**src/sv/rlc_pdu_segment_concat_planner_unit_macros.svh**
```systemverilog
// assertion helpers used by the planner back end
`ifndef RLC_PDU_SEGMENT_CONCAT_PLANNER_UNIT_MACROS_SVH
`define RLC_PDU_SEGMENT_CONCAT_PLANNER_UNIT_MACROS_SVH

// property must hold at every clock edge outside reset
`define RPSCP_ASSERT(name, prop, msg) \
  name: assert property (@(posedge clk_i) disable iff (!rst_ni) (prop)) else $error(msg);

// condition must never be seen
`define RPSCP_ASSERT_NEVER(name, cond, msg) \
  `RPSCP_ASSERT(name, !(cond), msg)

`endif

```
**src/sv/rpscp_pkg.sv**
```systemverilog
package rpscp_pkg;

  // sizes
  localparam int QueueDepth  = 64;
  localparam int QIdxW       = 6;
  localparam int MaxLi       = 24;
  localparam int MaxResults  = 50;
  localparam int LiBufDepth  = 32;
  localparam int SegBufDepth = 64;

  // input modes
  localparam logic [1:0] ModeEnq   = 2'd0;
  localparam logic [1:0] ModeBuild = 2'd1;
  localparam logic [1:0] ModeReset = 2'd2;

  // result kinds
  localparam logic [1:0] KindLi  = 2'd0;
  localparam logic [1:0] KindSeg = 2'd1;
  localparam logic [1:0] KindSum = 2'd2;
  localparam logic [1:0] KindEnq = 2'd3;

  // length indicator codes
  localparam logic [14:0] LiZero  = 15'h0000;
  localparam logic [14:0] LiSplit = 15'h7ffb;
  localparam logic [14:0] LiStart = 15'h7ffc;
  localparam logic [14:0] LiPad   = 15'h7fff;

  // leftover states
  localparam logic [1:0] LoNone  = 2'd0;
  localparam logic [1:0] LoZero  = 2'd1;
  localparam logic [1:0] LoSplit = 2'd2;

  // configuration register indexes
  localparam logic [2:0] CfgLiBytes = 3'd0;
  localparam logic [2:0] CfgUmMode  = 3'd1;
  localparam logic [2:0] CfgDiscSig = 3'd2;
  localparam logic [2:0] CfgNoConc  = 3'd3;
  localparam logic [2:0] CfgOneSdu  = 3'd4;

  typedef struct packed {
    logic [1:0]  mode;
    logic [15:0] sdu_bytes;
    logic        sdu_discarded;
    logic [12:0] pdu_bytes;
    logic [2:0]  header_bytes;
  } in_item_t;

  typedef struct packed {
    logic [1:0]  kind;
    logic [14:0] li_value;
    logic        more_li;
    logic [15:0] segment_bytes;
    logic        segment_ends_sdu;
    logic [12:0] padding_start;
    logic [12:0] padding_li_offset;
    logic [12:0] pad_bytes;
    logic        new_sdu;
    logic        discard_seen;
    logic        enqueue_accepted;
    logic        last;
  } out_item_t;

  typedef struct packed {
    logic [2:0] index;
    logic [1:0] data;
    logic       valid;
  } cfg_wr_t;

endpackage

```
**src/sv/rpscp_front.sv**
```systemverilog
module rpscp_front (
  input  logic                 clk_i,
  input  logic                 rst_ni,
  input  logic                 push,
  output logic                 full,
  input  rpscp_pkg::in_item_t  in_item_i,
  input  logic                 cmd_pop_i,
  output logic                 cmd_valid_o,
  output rpscp_pkg::in_item_t  cmd_o
);
  import rpscp_pkg::*;

  in_item_t   buf_q [2];
  logic       wr_q, wr_d, rd_q, rd_d;
  logic [1:0] cnt_q, cnt_d;
  logic       take, store, drain;

  // accept a beat, keep only known commands
  assign full  = (cnt_q == 2'd2);
  assign take  = push && !full;
  assign store = take && (in_item_i.mode == ModeEnq || in_item_i.mode == ModeBuild ||
                          in_item_i.mode == ModeReset);
  assign drain = cmd_pop_i && (cnt_q != 2'd0);

  assign cmd_valid_o = (cnt_q != 2'd0);
  assign cmd_o       = buf_q[rd_q];

  always_comb begin
    wr_d  = store ? ~wr_q : wr_q;
    rd_d  = drain ? ~rd_q : rd_q;
    cnt_d = cnt_q + {1'b0, store} - {1'b0, drain};
  end

  always_ff @(posedge clk_i or negedge rst_ni) begin
    if (!rst_ni) begin
      wr_q  <= 1'b0;
      rd_q  <= 1'b0;
      cnt_q <= 2'd0;
    end else begin
      wr_q  <= wr_d;
      rd_q  <= rd_d;
      cnt_q <= cnt_d;
    end
  end

  // command storage
  always_ff @(posedge clk_i) begin
    if (store) begin
      buf_q[wr_q] <= in_item_i;
    end
  end

endmodule

```
**src/sv/rpscp_outq.sv**
```systemverilog
module rpscp_outq (
  input  logic                 clk_i,
  input  logic                 rst_ni,
  input  logic                 res_push_i,
  input  rpscp_pkg::out_item_t res_i,
  output logic                 res_full_o,
  output logic                 empty,
  input  logic                 pop,
  output rpscp_pkg::out_item_t out_item_o
);
  import rpscp_pkg::*;

  out_item_t  buf_q [2];
  logic       wr_q, wr_d, rd_q, rd_d;
  logic [1:0] cnt_q, cnt_d;
  logic       wr_en, rd_en;

  // two-entry result queue
  assign res_full_o = (cnt_q == 2'd2);
  assign empty      = (cnt_q == 2'd0);
  assign wr_en      = res_push_i && !res_full_o;
  assign rd_en      = pop && !empty;
  assign out_item_o = buf_q[rd_q];

  always_comb begin
    wr_d  = wr_en ? ~wr_q : wr_q;
    rd_d  = rd_en ? ~rd_q : rd_q;
    cnt_d = cnt_q + {1'b0, wr_en} - {1'b0, rd_en};
  end

  always_ff @(posedge clk_i or negedge rst_ni) begin
    if (!rst_ni) begin
      wr_q  <= 1'b0;
      rd_q  <= 1'b0;
      cnt_q <= 2'd0;
    end else begin
      wr_q  <= wr_d;
      rd_q  <= rd_d;
      cnt_q <= cnt_d;
    end
  end

  always_ff @(posedge clk_i) begin
    if (wr_en) begin
      buf_q[wr_q] <= res_i;
    end
  end

endmodule

```
**src/sv/rpscp_back.sv**
```systemverilog
`include "rlc_pdu_segment_concat_planner_unit_macros.svh"

module rpscp_back (
  input  logic                 clk_i,
  input  logic                 rst_ni,
  input  rpscp_pkg::cfg_wr_t   cfg_i,
  input  logic                 cmd_valid_i,
  input  rpscp_pkg::in_item_t  cmd_i,
  output logic                 cmd_pop_o,
  input  logic                 res_full_i,
  output logic                 res_push_o,
  output rpscp_pkg::out_item_t res_o
);
  import rpscp_pkg::*;

  localparam logic [3:0] SIdle  = 4'd0;
  localparam logic [3:0] SPre   = 4'd1;
  localparam logic [3:0] SRd    = 4'd2;
  localparam logic [3:0] SEv    = 4'd3;
  localparam logic [3:0] SFc    = 4'd4;
  localparam logic [3:0] SFit   = 4'd5;
  localparam logic [3:0] SPad   = 4'd6;
  localparam logic [3:0] SLiRd  = 4'd7;
  localparam logic [3:0] SLiWr  = 4'd8;
  localparam logic [3:0] SSgRd  = 4'd9;
  localparam logic [3:0] SSgWr  = 4'd10;
  localparam logic [3:0] SSum   = 4'd11;
  localparam logic [3:0] SUnder = 4'd12;
  localparam logic [3:0] SEnq   = 4'd13;

  // configuration
  logic [1:0] li_bytes_q;
  logic       um_q, ds_q, nc_q, one_q;
  logic [1:0] lib;
  logic signed [14:0] lib_s;

  // sdu queue
  logic [15:0] size_mem [QueueDepth];
  logic        disc_mem [QueueDepth];
  logic [15:0] rd_size_q;
  logic        rd_disc_q;
  logic [QIdxW-1:0] head_q, head_d, tail_q, tail_d;
  logic [QIdxW:0]   count_q, count_d;
  logic        split_q, split_d;
  logic [1:0]  leftover_q, leftover_d;

  // build working registers
  logic [3:0]  state_q, state_d;
  logic signed [14:0] rem_q, rem_d;
  logic [1:0]  lo_q, lo_d;
  logic [QIdxW-1:0] pos_q, pos_d;
  logic [QIdxW:0]   left_q, left_d, rmv_q, rmv_d;
  logic [5:0]  nli_q, nli_d, nseg_q, nseg_d, idx_q, idx_d;
  logic        newsdu_q, newsdu_d, disc_q, disc_d, fsplit_q, fsplit_d;
  logic        enq_ok_q, enq_ok_d;
  logic [12:0] fbytes_q, fbytes_d, pstart_q, pstart_d, poff_q, poff_d;
  logic [12:0] pdu_q, pdu_d;
  logic [2:0]  hdr_q, hdr_d;
  logic [15:0] sz_q, sz_d;

  // plan buffers
  logic [14:0] li_mem [LiBufDepth];
  logic [16:0] seg_mem [SegBufDepth];
  logic [14:0] li_rd_q;
  logic [16:0] seg_rd_q;

  // write ports
  logic        q_we, q_wdisc;
  logic [QIdxW-1:0] q_wa;
  logic [15:0] q_wsz;
  logic        li_we, seg_we;
  logic [4:0]  li_wa;
  logic [14:0] li_wd;
  logic [5:0]  seg_wa;
  logic [16:0] seg_wd;

  assign lib   = (li_bytes_q == 2'd1) ? 2'd1 : 2'd2;
  assign lib_s = $signed({13'd0, lib});

  // configuration writes
  always_ff @(posedge clk_i or negedge rst_ni) begin
    if (!rst_ni) begin
      li_bytes_q <= 2'd2;
      um_q       <= 1'b1;
      ds_q       <= 1'b0;
      nc_q       <= 1'b0;
      one_q      <= 1'b0;
    end else if (cfg_i.valid) begin
      unique case (cfg_i.index)
        CfgLiBytes: li_bytes_q <= cfg_i.data;
        CfgUmMode:  um_q       <= cfg_i.data[0];
        CfgDiscSig: ds_q       <= cfg_i.data[0];
        CfgNoConc:  nc_q       <= cfg_i.data[0];
        CfgOneSdu:  one_q      <= cfg_i.data[0];
        default: ;
      endcase
    end
  end

  // sequencer
  always_comb begin
    logic signed [16:0] sz17, rem17;
    logic signed [14:0] rem_n;
    logic [5:0]  nli_n, nseg_n;
    logic [6:0]  li_chk, res_chk;
    logic        brk, fs_n;
    logic [12:0] off;

    sz17 = $signed({1'b0, sz_q});
    rem17 = {{2{rem_q[14]}}, rem_q};
    rem_n = rem_q;
    nli_n = nli_q;
    nseg_n = nseg_q;
    li_chk = '0;
    res_chk = '0;
    brk = 1'b0;
    fs_n = 1'b0;
    off = '0;

    state_d = state_q;
    head_d = head_q; tail_d = tail_q; count_d = count_q;
    split_d = split_q; leftover_d = leftover_q;
    rem_d = rem_q; lo_d = lo_q; pos_d = pos_q; left_d = left_q; rmv_d = rmv_q;
    nli_d = nli_q; nseg_d = nseg_q; idx_d = idx_q;
    newsdu_d = newsdu_q; disc_d = disc_q; fsplit_d = fsplit_q; enq_ok_d = enq_ok_q;
    fbytes_d = fbytes_q; pstart_d = pstart_q; poff_d = poff_q;
    pdu_d = pdu_q; hdr_d = hdr_q; sz_d = sz_q;

    cmd_pop_o = 1'b0;
    res_push_o = 1'b0;
    res_o = '0;
    q_we = 1'b0; q_wa = tail_q; q_wsz = cmd_i.sdu_bytes; q_wdisc = cmd_i.sdu_discarded;
    li_we = 1'b0; li_wa = nli_q[4:0]; li_wd = LiPad;
    seg_we = 1'b0; seg_wa = nseg_q; seg_wd = '0;

    unique case (state_q)
      SIdle: begin
        if (cmd_valid_i) begin
          cmd_pop_o = 1'b1;
          unique case (cmd_i.mode)
            ModeEnq: begin
              enq_ok_d = (count_q < (QIdxW+1)'(QueueDepth)) && (cmd_i.sdu_bytes != 16'd0);
              if (enq_ok_d) begin
                q_we = 1'b1;
                tail_d = tail_q + 1'b1;
                count_d = count_q + 1'b1;
              end
              state_d = SEnq;
            end
            ModeBuild: begin
              rem_d = $signed({2'b0, cmd_i.pdu_bytes}) - $signed({12'd0, cmd_i.header_bytes});
              pdu_d = cmd_i.pdu_bytes;
              hdr_d = cmd_i.header_bytes;
              lo_d = leftover_q;
              pos_d = head_q;
              left_d = count_q;
              rmv_d = '0;
              nli_d = '0;
              nseg_d = '0;
              newsdu_d = (count_q != '0) && !split_q;
              disc_d = 1'b0;
              fsplit_d = 1'b0;
              fbytes_d = '0;
              pstart_d = '0;
              poff_d = '0;
              state_d = SPre;
            end
            default: begin
              // transmit side reset
              leftover_d = LoNone;
              if (split_q && count_q != '0) begin
                head_d = head_q + 1'b1;
                count_d = count_q - 1'b1;
              end
              split_d = 1'b0;
            end
          endcase
        end
      end

      SPre: begin
        // pending leftover with nothing queued
        if (left_q == '0 && lo_q != LoNone) begin
          li_we = 1'b1;
          li_wd = (lo_q == LoZero) ? LiZero : LiSplit;
          rem_n = rem_q - lib_s;
          nli_d = nli_q + 1'b1;
          lo_d = LoNone;
        end
        rem_d = rem_n;
        if (rem_n < 0) begin
          state_d = SUnder;
        end else if (left_q != '0) begin
          state_d = SRd;
        end else begin
          state_d = SPad;
        end
      end

      SRd: state_d = SEv;

      SEv: begin
        sz_d = rd_size_q;
        if (rd_disc_q) begin
          // discarded entry is skipped, unless a discard signal ends a plan that already holds segments
          if (um_q && !disc_q) begin
            disc_d = 1'b1;
            if (ds_q) begin
              if (nseg_q != '0) begin
                brk = 1'b1;
              end else begin
                lo_d = LoZero;
              end
            end
          end
          if (brk) begin
            state_d = SPad;
          end else begin
            rmv_d = rmv_q + 1'b1;
            pos_d = pos_q + 1'b1;
            left_d = left_q - 1'b1;
            state_d = (one_q || left_q == (QIdxW+1)'(1)) ? SPad : SRd;
          end
        end else begin
          if (lo_q != LoNone) begin
            li_we = 1'b1;
            li_wd = (lo_q == LoZero) ? LiZero : LiSplit;
            rem_d = rem_q - lib_s;
            nli_d = nli_q + 1'b1;
            lo_d = LoNone;
          end
          state_d = SFc;
        end
      end

      SFc: begin
        // start-of-sdu marker in UM
        if (um_q && nli_q == '0 && newsdu_q) begin
          li_we = 1'b1;
          li_wd = LiStart;
          rem_d = rem_q - lib_s;
          nli_d = nli_q + 1'b1;
        end
        state_d = SFit;
      end

      SFit: begin
        if (rem_q < 0) begin
          state_d = SUnder;
        end else begin
          if (sz17 > rem17) begin
            fs_n = 1'b1;
            fbytes_d = rem_q[12:0];
            rem_n = '0;
          end else if (sz17 == rem17) begin
            lo_d = LoZero;
            rem_n = '0;
          end else if (lib == 2'd2 && sz17 == rem17 - 17'sd1) begin
            lo_d = LoSplit;
            rem_n = 15'sd1;
          end else if (lib == 2'd2 && sz17 == rem17 - 17'sd3) begin
            li_we = 1'b1;
            li_wd = sz_q[14:0];
            nli_n = nli_q + 1'b1;
            rem_n = 15'sd1;
          end else begin
            li_we = 1'b1;
            li_wd = sz_q[14:0];
            nli_n = nli_q + 1'b1;
            rem_n = rem_q - lib_s - $signed({2'b0, sz_q[12:0]});
          end
          fsplit_d = fs_n;
          seg_we = 1'b1;
          seg_wd = fs_n ? {1'b0, 3'b0, rem_q[12:0]} : {1'b1, sz_q};
          nseg_n = nseg_q + 1'b1;
          if (!fs_n) begin
            rmv_d = rmv_q + 1'b1;
          end
          pos_d = pos_q + 1'b1;
          left_d = left_q - 1'b1;
          rem_d = rem_n;
          nli_d = nli_n;
          nseg_d = nseg_n;
          li_chk = {1'b0, nli_n} + 7'd2;
          res_chk = {1'b0, nli_n} + {1'b0, nseg_n} + 7'd4;
          if (rem_n <= lib_s || nc_q || one_q || li_chk > 7'(MaxLi) ||
              res_chk > 7'(MaxResults) || left_q == (QIdxW+1)'(1)) begin
            state_d = SPad;
          end else begin
            state_d = SRd;
          end
        end
      end

      SPad: begin
        // padding indicator if there is room for one, then commit the plan
        if (rem_q >= lib_s) begin
          off = (lib == 2'd1) ? {7'd0, nli_q} : {6'd0, nli_q, 1'b0};
          poff_d = {10'd0, hdr_q} + off;
          pstart_d = pdu_q - rem_q[12:0];
          li_we = 1'b1;
          li_wd = LiPad;
          nli_n = nli_q + 1'b1;
          rem_d = rem_q - lib_s;
        end
        nli_d = nli_n;
        head_d = head_q + rmv_q[QIdxW-1:0];
        count_d = count_q - rmv_q;
        split_d = fsplit_q;
        leftover_d = lo_q;
        if (fsplit_q) begin
          q_we = 1'b1;
          q_wa = head_q + rmv_q[QIdxW-1:0];
          q_wsz = sz_q - {3'b0, fbytes_q};
          q_wdisc = 1'b0;
        end
        idx_d = '0;
        if (nli_n != '0) begin
          state_d = SLiRd;
        end else if (nseg_q != '0) begin
          state_d = SSgRd;
        end else begin
          state_d = SSum;
        end
      end

      SLiRd: state_d = SLiWr;

      SLiWr: begin
        if (!res_full_i) begin
          res_push_o = 1'b1;
          res_o.kind = KindLi;
          res_o.li_value = (lib == 2'd1) ? {8'd0, li_rd_q[6:0]} : li_rd_q;
          res_o.more_li = (idx_q != nli_q - 1'b1);
          if (idx_q == nli_q - 1'b1) begin
            idx_d = '0;
            state_d = (nseg_q != '0) ? SSgRd : SSum;
          end else begin
            idx_d = idx_q + 1'b1;
            state_d = SLiRd;
          end
        end
      end

      SSgRd: state_d = SSgWr;

      SSgWr: begin
        if (!res_full_i) begin
          res_push_o = 1'b1;
          res_o.kind = KindSeg;
          res_o.segment_bytes = seg_rd_q[15:0];
          res_o.segment_ends_sdu = seg_rd_q[16];
          if (idx_q == nseg_q - 1'b1) begin
            idx_d = '0;
            state_d = SSum;
          end else begin
            idx_d = idx_q + 1'b1;
            state_d = SSgRd;
          end
        end
      end

      SSum: begin
        if (!res_full_i) begin
          res_push_o = 1'b1;
          res_o.kind = KindSum;
          res_o.padding_start = pstart_q;
          res_o.padding_li_offset = poff_q;
          res_o.pad_bytes = rem_q[12:0];
          res_o.new_sdu = newsdu_q;
          res_o.discard_seen = disc_q;
          res_o.last = 1'b1;
          state_d = SIdle;
        end
      end

      SUnder: begin
        // undersized pdu: empty summary, state untouched
        if (!res_full_i) begin
          res_push_o = 1'b1;
          res_o.kind = KindSum;
          res_o.last = 1'b1;
          state_d = SIdle;
        end
      end

      SEnq: begin
        if (!res_full_i) begin
          res_push_o = 1'b1;
          res_o.kind = KindEnq;
          res_o.enqueue_accepted = enq_ok_q;
          res_o.last = 1'b1;
          state_d = SIdle;
        end
      end

      default: state_d = SIdle;
    endcase
  end

  // control registers
  always_ff @(posedge clk_i or negedge rst_ni) begin
    if (!rst_ni) begin
      state_q    <= SIdle;
      head_q     <= '0;
      tail_q     <= '0;
      count_q    <= '0;
      split_q    <= 1'b0;
      leftover_q <= LoNone;
      nli_q      <= '0;
    end else begin
      state_q    <= state_d;
      head_q     <= head_d;
      tail_q     <= tail_d;
      count_q    <= count_d;
      split_q    <= split_d;
      leftover_q <= leftover_d;
      nli_q      <= nli_d;
    end
  end

  // working registers
  always_ff @(posedge clk_i) begin
    rem_q    <= rem_d;
    lo_q     <= lo_d;
    pos_q    <= pos_d;
    left_q   <= left_d;
    rmv_q    <= rmv_d;
    nseg_q   <= nseg_d;
    idx_q    <= idx_d;
    newsdu_q <= newsdu_d;
    disc_q   <= disc_d;
    fsplit_q <= fsplit_d;
    enq_ok_q <= enq_ok_d;
    fbytes_q <= fbytes_d;
    pstart_q <= pstart_d;
    poff_q   <= poff_d;
    pdu_q    <= pdu_d;
    hdr_q    <= hdr_d;
    sz_q     <= sz_d;
  end

  // sdu length memory
  always_ff @(posedge clk_i) begin
    if (q_we) begin
      size_mem[q_wa] <= q_wsz;
      disc_mem[q_wa] <= q_wdisc;
    end
    rd_size_q <= size_mem[pos_q];
    rd_disc_q <= disc_mem[pos_q];
  end

  // plan buffers
  always_ff @(posedge clk_i) begin
    if (li_we) begin
      li_mem[li_wa] <= li_wd;
    end
    if (seg_we) begin
      seg_mem[seg_wa] <= seg_wd;
    end
    li_rd_q  <= li_mem[idx_q[4:0]];
    seg_rd_q <= seg_mem[idx_q];
  end

  `RPSCP_ASSERT(a_count_bound, count_q <= (QIdxW+1)'(QueueDepth), "queue count over depth")
  `RPSCP_ASSERT(a_ptr_track, (head_q + count_q[QIdxW-1:0]) == tail_q, "queue pointers disagree")
  `RPSCP_ASSERT_NEVER(a_push_full, res_push_o && res_full_i, "result beat pushed into full queue")
  `RPSCP_ASSERT(a_li_bound, nli_q < 6'(LiBufDepth), "length indicator buffer overrun")

endmodule

```
**src/sv/rlc_pdu_segment_concat_planner_unit.sv**
```systemverilog
// channel   direction  handshake                    payload
// input     in         push / full                  in_item_i  (in_item_t)
// result    out        empty / pop                  out_item_o (out_item_t)
// config    in         cfg_valid_i / cfg_ready_o    cfg_index_i, cfg_data_i
//
// enqueue: SEnq builds the status beat and pushes it into the result queue
// build: SPre decodes; SRd, SEv, SFc, SFit per sdu walked (SRd, SEv if discarded);
//   SPad commits; SLiRd/SLiWr per LI beat, SSgRd/SSgWr per segment; SSum summary
// reset: no clearing pass; the block accepts beats right after reset
// the front takes up to two commands while the back works or the result side stalls
module rlc_pdu_segment_concat_planner_unit (
  input  logic                 clk_i,
  input  logic                 rst_ni,
  input  logic                 push,
  output logic                 full,
  input  rpscp_pkg::in_item_t  in_item_i,
  output logic                 empty,
  input  logic                 pop,
  output rpscp_pkg::out_item_t out_item_o,
  input  logic                 cfg_valid_i,
  output logic                 cfg_ready_o,
  input  logic [2:0]           cfg_index_i,
  input  logic [1:0]           cfg_data_i
);
  import rpscp_pkg::*;

  logic      cmd_valid, cmd_pop, res_push, res_full;
  in_item_t  cmd;
  out_item_t res;
  cfg_wr_t   cfg;

  assign cfg_ready_o = 1'b1;
  assign cfg.valid   = cfg_valid_i;
  assign cfg.index   = cfg_index_i;
  assign cfg.data    = cfg_data_i;

  rpscp_front u_front (
    .clk_i       (clk_i),
    .rst_ni      (rst_ni),
    .push        (push),
    .full        (full),
    .in_item_i   (in_item_i),
    .cmd_pop_i   (cmd_pop),
    .cmd_valid_o (cmd_valid),
    .cmd_o       (cmd)
  );

  rpscp_back u_back (
    .clk_i       (clk_i),
    .rst_ni      (rst_ni),
    .cfg_i       (cfg),
    .cmd_valid_i (cmd_valid),
    .cmd_i       (cmd),
    .cmd_pop_o   (cmd_pop),
    .res_full_i  (res_full),
    .res_push_o  (res_push),
    .res_o       (res)
  );

  rpscp_outq u_outq (
    .clk_i      (clk_i),
    .rst_ni     (rst_ni),
    .res_push_i (res_push),
    .res_i      (res),
    .res_full_o (res_full),
    .empty      (empty),
    .pop        (pop),
    .out_item_o (out_item_o)
  );

endmodule
```
**config.mk**
```make
export PLATFORM = sky130hd
export DESIGN_NAME = rlc_pdu_segment_concat_planner_unit
export DESIGN_NICKNAME = d
export VERILOG_FILES = /design/src/sv/rpscp_pkg.sv /design/src/sv/rpscp_front.sv /design/src/sv/rpscp_outq.sv /design/src/sv/rpscp_back.sv /design/src/sv/rlc_pdu_segment_concat_planner_unit.sv
export VERILOG_INCLUDE_DIRS = /design/src /design/src/sv
export SDC_FILE = /design/constraint.sdc
export NUM_CORES = 2
export LEC_CHECK = 0
export ABC_AREA = 1
export BUFFER_PORTS_ARGS = -buffer_cell sky130_fd_sc_hd__buf_2
export CAP_MARGIN = 15
export CORE_ASPECT_RATIO = 1.1
export CORE_UTILIZATION = 55
export CTS_CLUSTER_DIAMETER = 30
export DETAILED_ROUTE_END_ITERATION = 8
export PLACE_DENSITY = 0.71
export SYNTH_ARGS = -nofsm -noshare
export SYNTH_HDL_FRONTEND = slang
export SYNTH_SLANG_ARGS = --single-unit
```
**constraint.sdc**
```tcl
create_clock -name clk_i -period 5.9 [get_ports clk_i]
set_input_delay 0.295 -clock clk_i [delete_from_list [all_inputs] [get_ports clk_i]]
set_output_delay 0.295 -clock clk_i [all_outputs]
set_load 0.05 [all_outputs]
```
==> qor.csv <==
metric,value,unit
outcome,"finished, violations left",
failing checks,DRC,
CP peak stage delay,0.49,ns
distinct cell type count of the synthesized netlist,62,
RSZ-0062 raised after global routing,false,
Crit-path slowest cell,edfxtp_1,
Cell Pwr Density,564,mW/mm^2
part of the power in registers,0.337,
peak supply drop,552,uV
Pins Over Slew Limit,0,
most frequent cells in the layout,"edfxtp_1 (2991), nor2_1 (1938), o21ai_0 (1651), nand2_1 (805), clkbuf_16 (550)",
Final Hold Viols,0,
initial antenna violation count,4,
synthesized instance count,10135,
Filler cells,15833,
met1 WL,134,mm
"Seq/Total Area, Yosys",0.728,
TritonCTS clock tree,yes,
layout cell share with drive strength beyond 1,0.128,
fmax,199,MHz
Clock Skew,0.0964,ns
Switching Power,30.6,mW
Remaining DRCs,7,
worst setup margin,0.881,ns
setup bufs post-CTS,0,
Core Rows,184,
Critical Path Fanout Max,10,
starting DRC count in detailed routing,11316,
Final setup viols,0,
Mapped Area,0.126,mm^2
"commonest non-fill, non-tap cell in the layout",edfxtp_1,
Pint,54.0,mW
Critical Path RT,6.77,ns
Die Footprint,0.232,mm^2
final instance area,0.150,mm^2
first-pass GRT wire length,539,mm
# clock sinks,3086,
max-cap violation count,0,
crit path kind,flip-flop to flip-flop,
gr usage total,0.311,
Post-Place Cell Area,0.131,mm^2
initial core utilization,0.553,
Setup crit start kind,flip-flop,
most used cell along the critical path,nand2_1,
wire length on met2,176,mm
Hold WC Path Type,primary input to asynchronous set/reset pin,
GR Overflow Total,0,
"Primary FF master, synth",edfxtp_1,
"Clk Latency, worst-skew pair",0.98,ns
leakage,51.4,nW
Clock power frac,0.363,
Synth Register Bits,3086,
CTS root buf,clkbuf_16,
Vert. Die Dim,505,um
Tmin final,5.02,ns
sw frac,0.361,
clk buf depth,4,
via/cell ratio,6.28,
fin cells,14011,
Detailed Route WL,367,mm
number of flops mapped to enable cells by yosys,2991,
dpl hpwl,206,mm
IO Port Bufs,119,
DRT Pass-1 Iters,9,
Synth top area share,0.711,
Inserted Clock Buffers,533,
CP arrival,5.89,ns
Die X,459,um
Nets,10683,
Synth-to-Final Area Change,18.8,%
synth warn,0,
period utilisation layout,0.851,
# IOs,126,
H-tree Lvls,6,
setup TNS,0,ns
Place WS,0.865,ns
final antenna-violating net count,0,
"CTS clk-pin slew, worst paths",0.05,ns
synth top area cells,"edfxtp_1 (71%), o21ai_0 (6.6%), nor2_1 (5.8%), o22ai_1 (2.5%), nand2_1 (2.4%)",
Worst Tran Pin Value,1.26,ns
drt wl/cell,26.2,um
Logic pwr share,0.300,
CP Capture Type,flip-flop,
max_slew headroom,0.156,
GP Congestion,0.959,
share of flip-flops with an asynchronous set or reset,0.0149,
pin count of the biggest net entering global routing,244,
cell taking the most area after synthesis,edfxtp_1,
Syn Area/Cell,12.5,um^2
WL met3,35.7,mm
vias in the first global route,85790,
vias,88045,
Placeable Area,0.228,mm^2
placed cells,12998,
Top Layer Used,met4,
## state kept, by name (all words and copies together), names as in the netlist, 8 cells and up
register / count
u_back.disc_mem: 64
u_back.sz_q: 16
u_back.poff_q: 8
u_back.pstart_q: 13
u_back.li_rd_q: 15
u_back.seg_rd_q: 17
u_outq.buf_q: 146
u_back.li_mem: 480
u_back.rd_size_q: 16
u_back.size_mem: 1024
u_back.rem_q: 15
u_back.pdu_q: 13
u_back.seg_mem: 1088
u_front.buf_q: 70
u_back.fbytes_q: 13
## worst paths after layout
check                      slack (ns)              endpoint  cells past startpoint                 from
max                              0.88     u_back.state_q[2]                     29      u_back.rem_q[3]
min                              0.01       u_outq.cnt_q[1]                      3               rst_ni
max reg2reg                      0.88     u_back.state_q[2]                     29      u_back.rem_q[3]
min reg2reg                      0.41        u_back.sz_q[3]                      0  u_back.rd_size_q[3]
max in group asynchronous        5.28      u_back.head_q[3]                      3               rst_ni
min in group clk_i               0.09  u_front.buf_q[1][15]                      2        in_item_i[15]
## power by group through the flow
stage / Combinational [mW] / Clock (mW) / Sequential [mW]
3_5_place_dp: 24.5 / 0 / 28.9
2_1_floorplan: 15.2 / 0 / 28.7
5_1_grt: 27.0 / 31.9 / 28.5
3_3_place_gp: 24.0 / 0 / 28.8
6_report: 25.4 / 30.7 / 28.5
4_1_cts: 24.8 / 30.9 / 28.5
## critical path: cells and delay by family (launching register included)
kind / cells / cell delay [ns]
AOI/OAI and AO/OA: 4 / 0.91
adders and majority gates: 4 / 1.24
buffers and inverters: 2 / 0.24
DFF: 1 / 0.49
and+or+nand+nor: 19 / 2.04
## stage by stage
stage | hold WS, ns | util | power [mW]
global route | 0.0320 | 0.657 | 87.5
finish | 0.0145 | 0.657 | 84.6
global placement | 0.390 | 0.575 | 52.8
CTS | 0.0120 | 0.656 | 84.2
floorplan | -0.000591 | - | 43.9
detailed placement | 0.394 | 0.575 | 53.4
## Yosys cell counts, types with 17 or more instances
cell	number
dfrtp_1	44
edfxtp_1	2991
o21ai_0	1661
a31oi_1	36
inv_1	294
dfxtp_1	49
nand2_1	807
clkbuf_1	607
or2_2	17
nor2_1	1961
xor2_1	80
o211ai_1	54
o22ai_1	496
ha_1	107
nand4_1	76
buf_1	25
a21oi_1	123
nand3_1	185
nor3_1	40
mux2i_1	17
xnor2_1	37
a32oi_1	20
o221ai_1	236
## routing by layer
metal / GRT usage / vias to the layer above
li1: - / 38281
met2: 0.502 / 5402
met3: 0.0587 / 983
met5: 0 / -
met4: 0.171 / 0
met1: 0.398 / 43379
## layout make-up
cell class	count	area, um^2	share of cell area
Tap cell	3069	3840	0.0256
Multi-Input combinational cell	6088	31100	0.207
Timing Repair Buffer	497	3920	0.0261
Inverter	317	1230	0.00818
Sequential cell	3086	92000	0.613
Clock inverter	334	3930	0.0262
Clock buffer	614	14100	0.0937
Antenna cell	6	15.0	0.000100
## cell families after synthesis
kind of cell    Yosys count  synth area share
simple gates           3136            0.0987
flops                  3086             0.728
compound gates         2695             0.123
buf+inv                 965            0.0290
xor+xnor                118           0.00824
fa+ha+maj               115            0.0119
mux                      18           0.00144
other cells               2         0.0000595
## timing repair
item / CTS / global route
resized for setup: 0 / 0
hold buffers: 51 / 0
endpoints found under the hold margin: 126 / 0
Power figures use the tool's default switching activity.
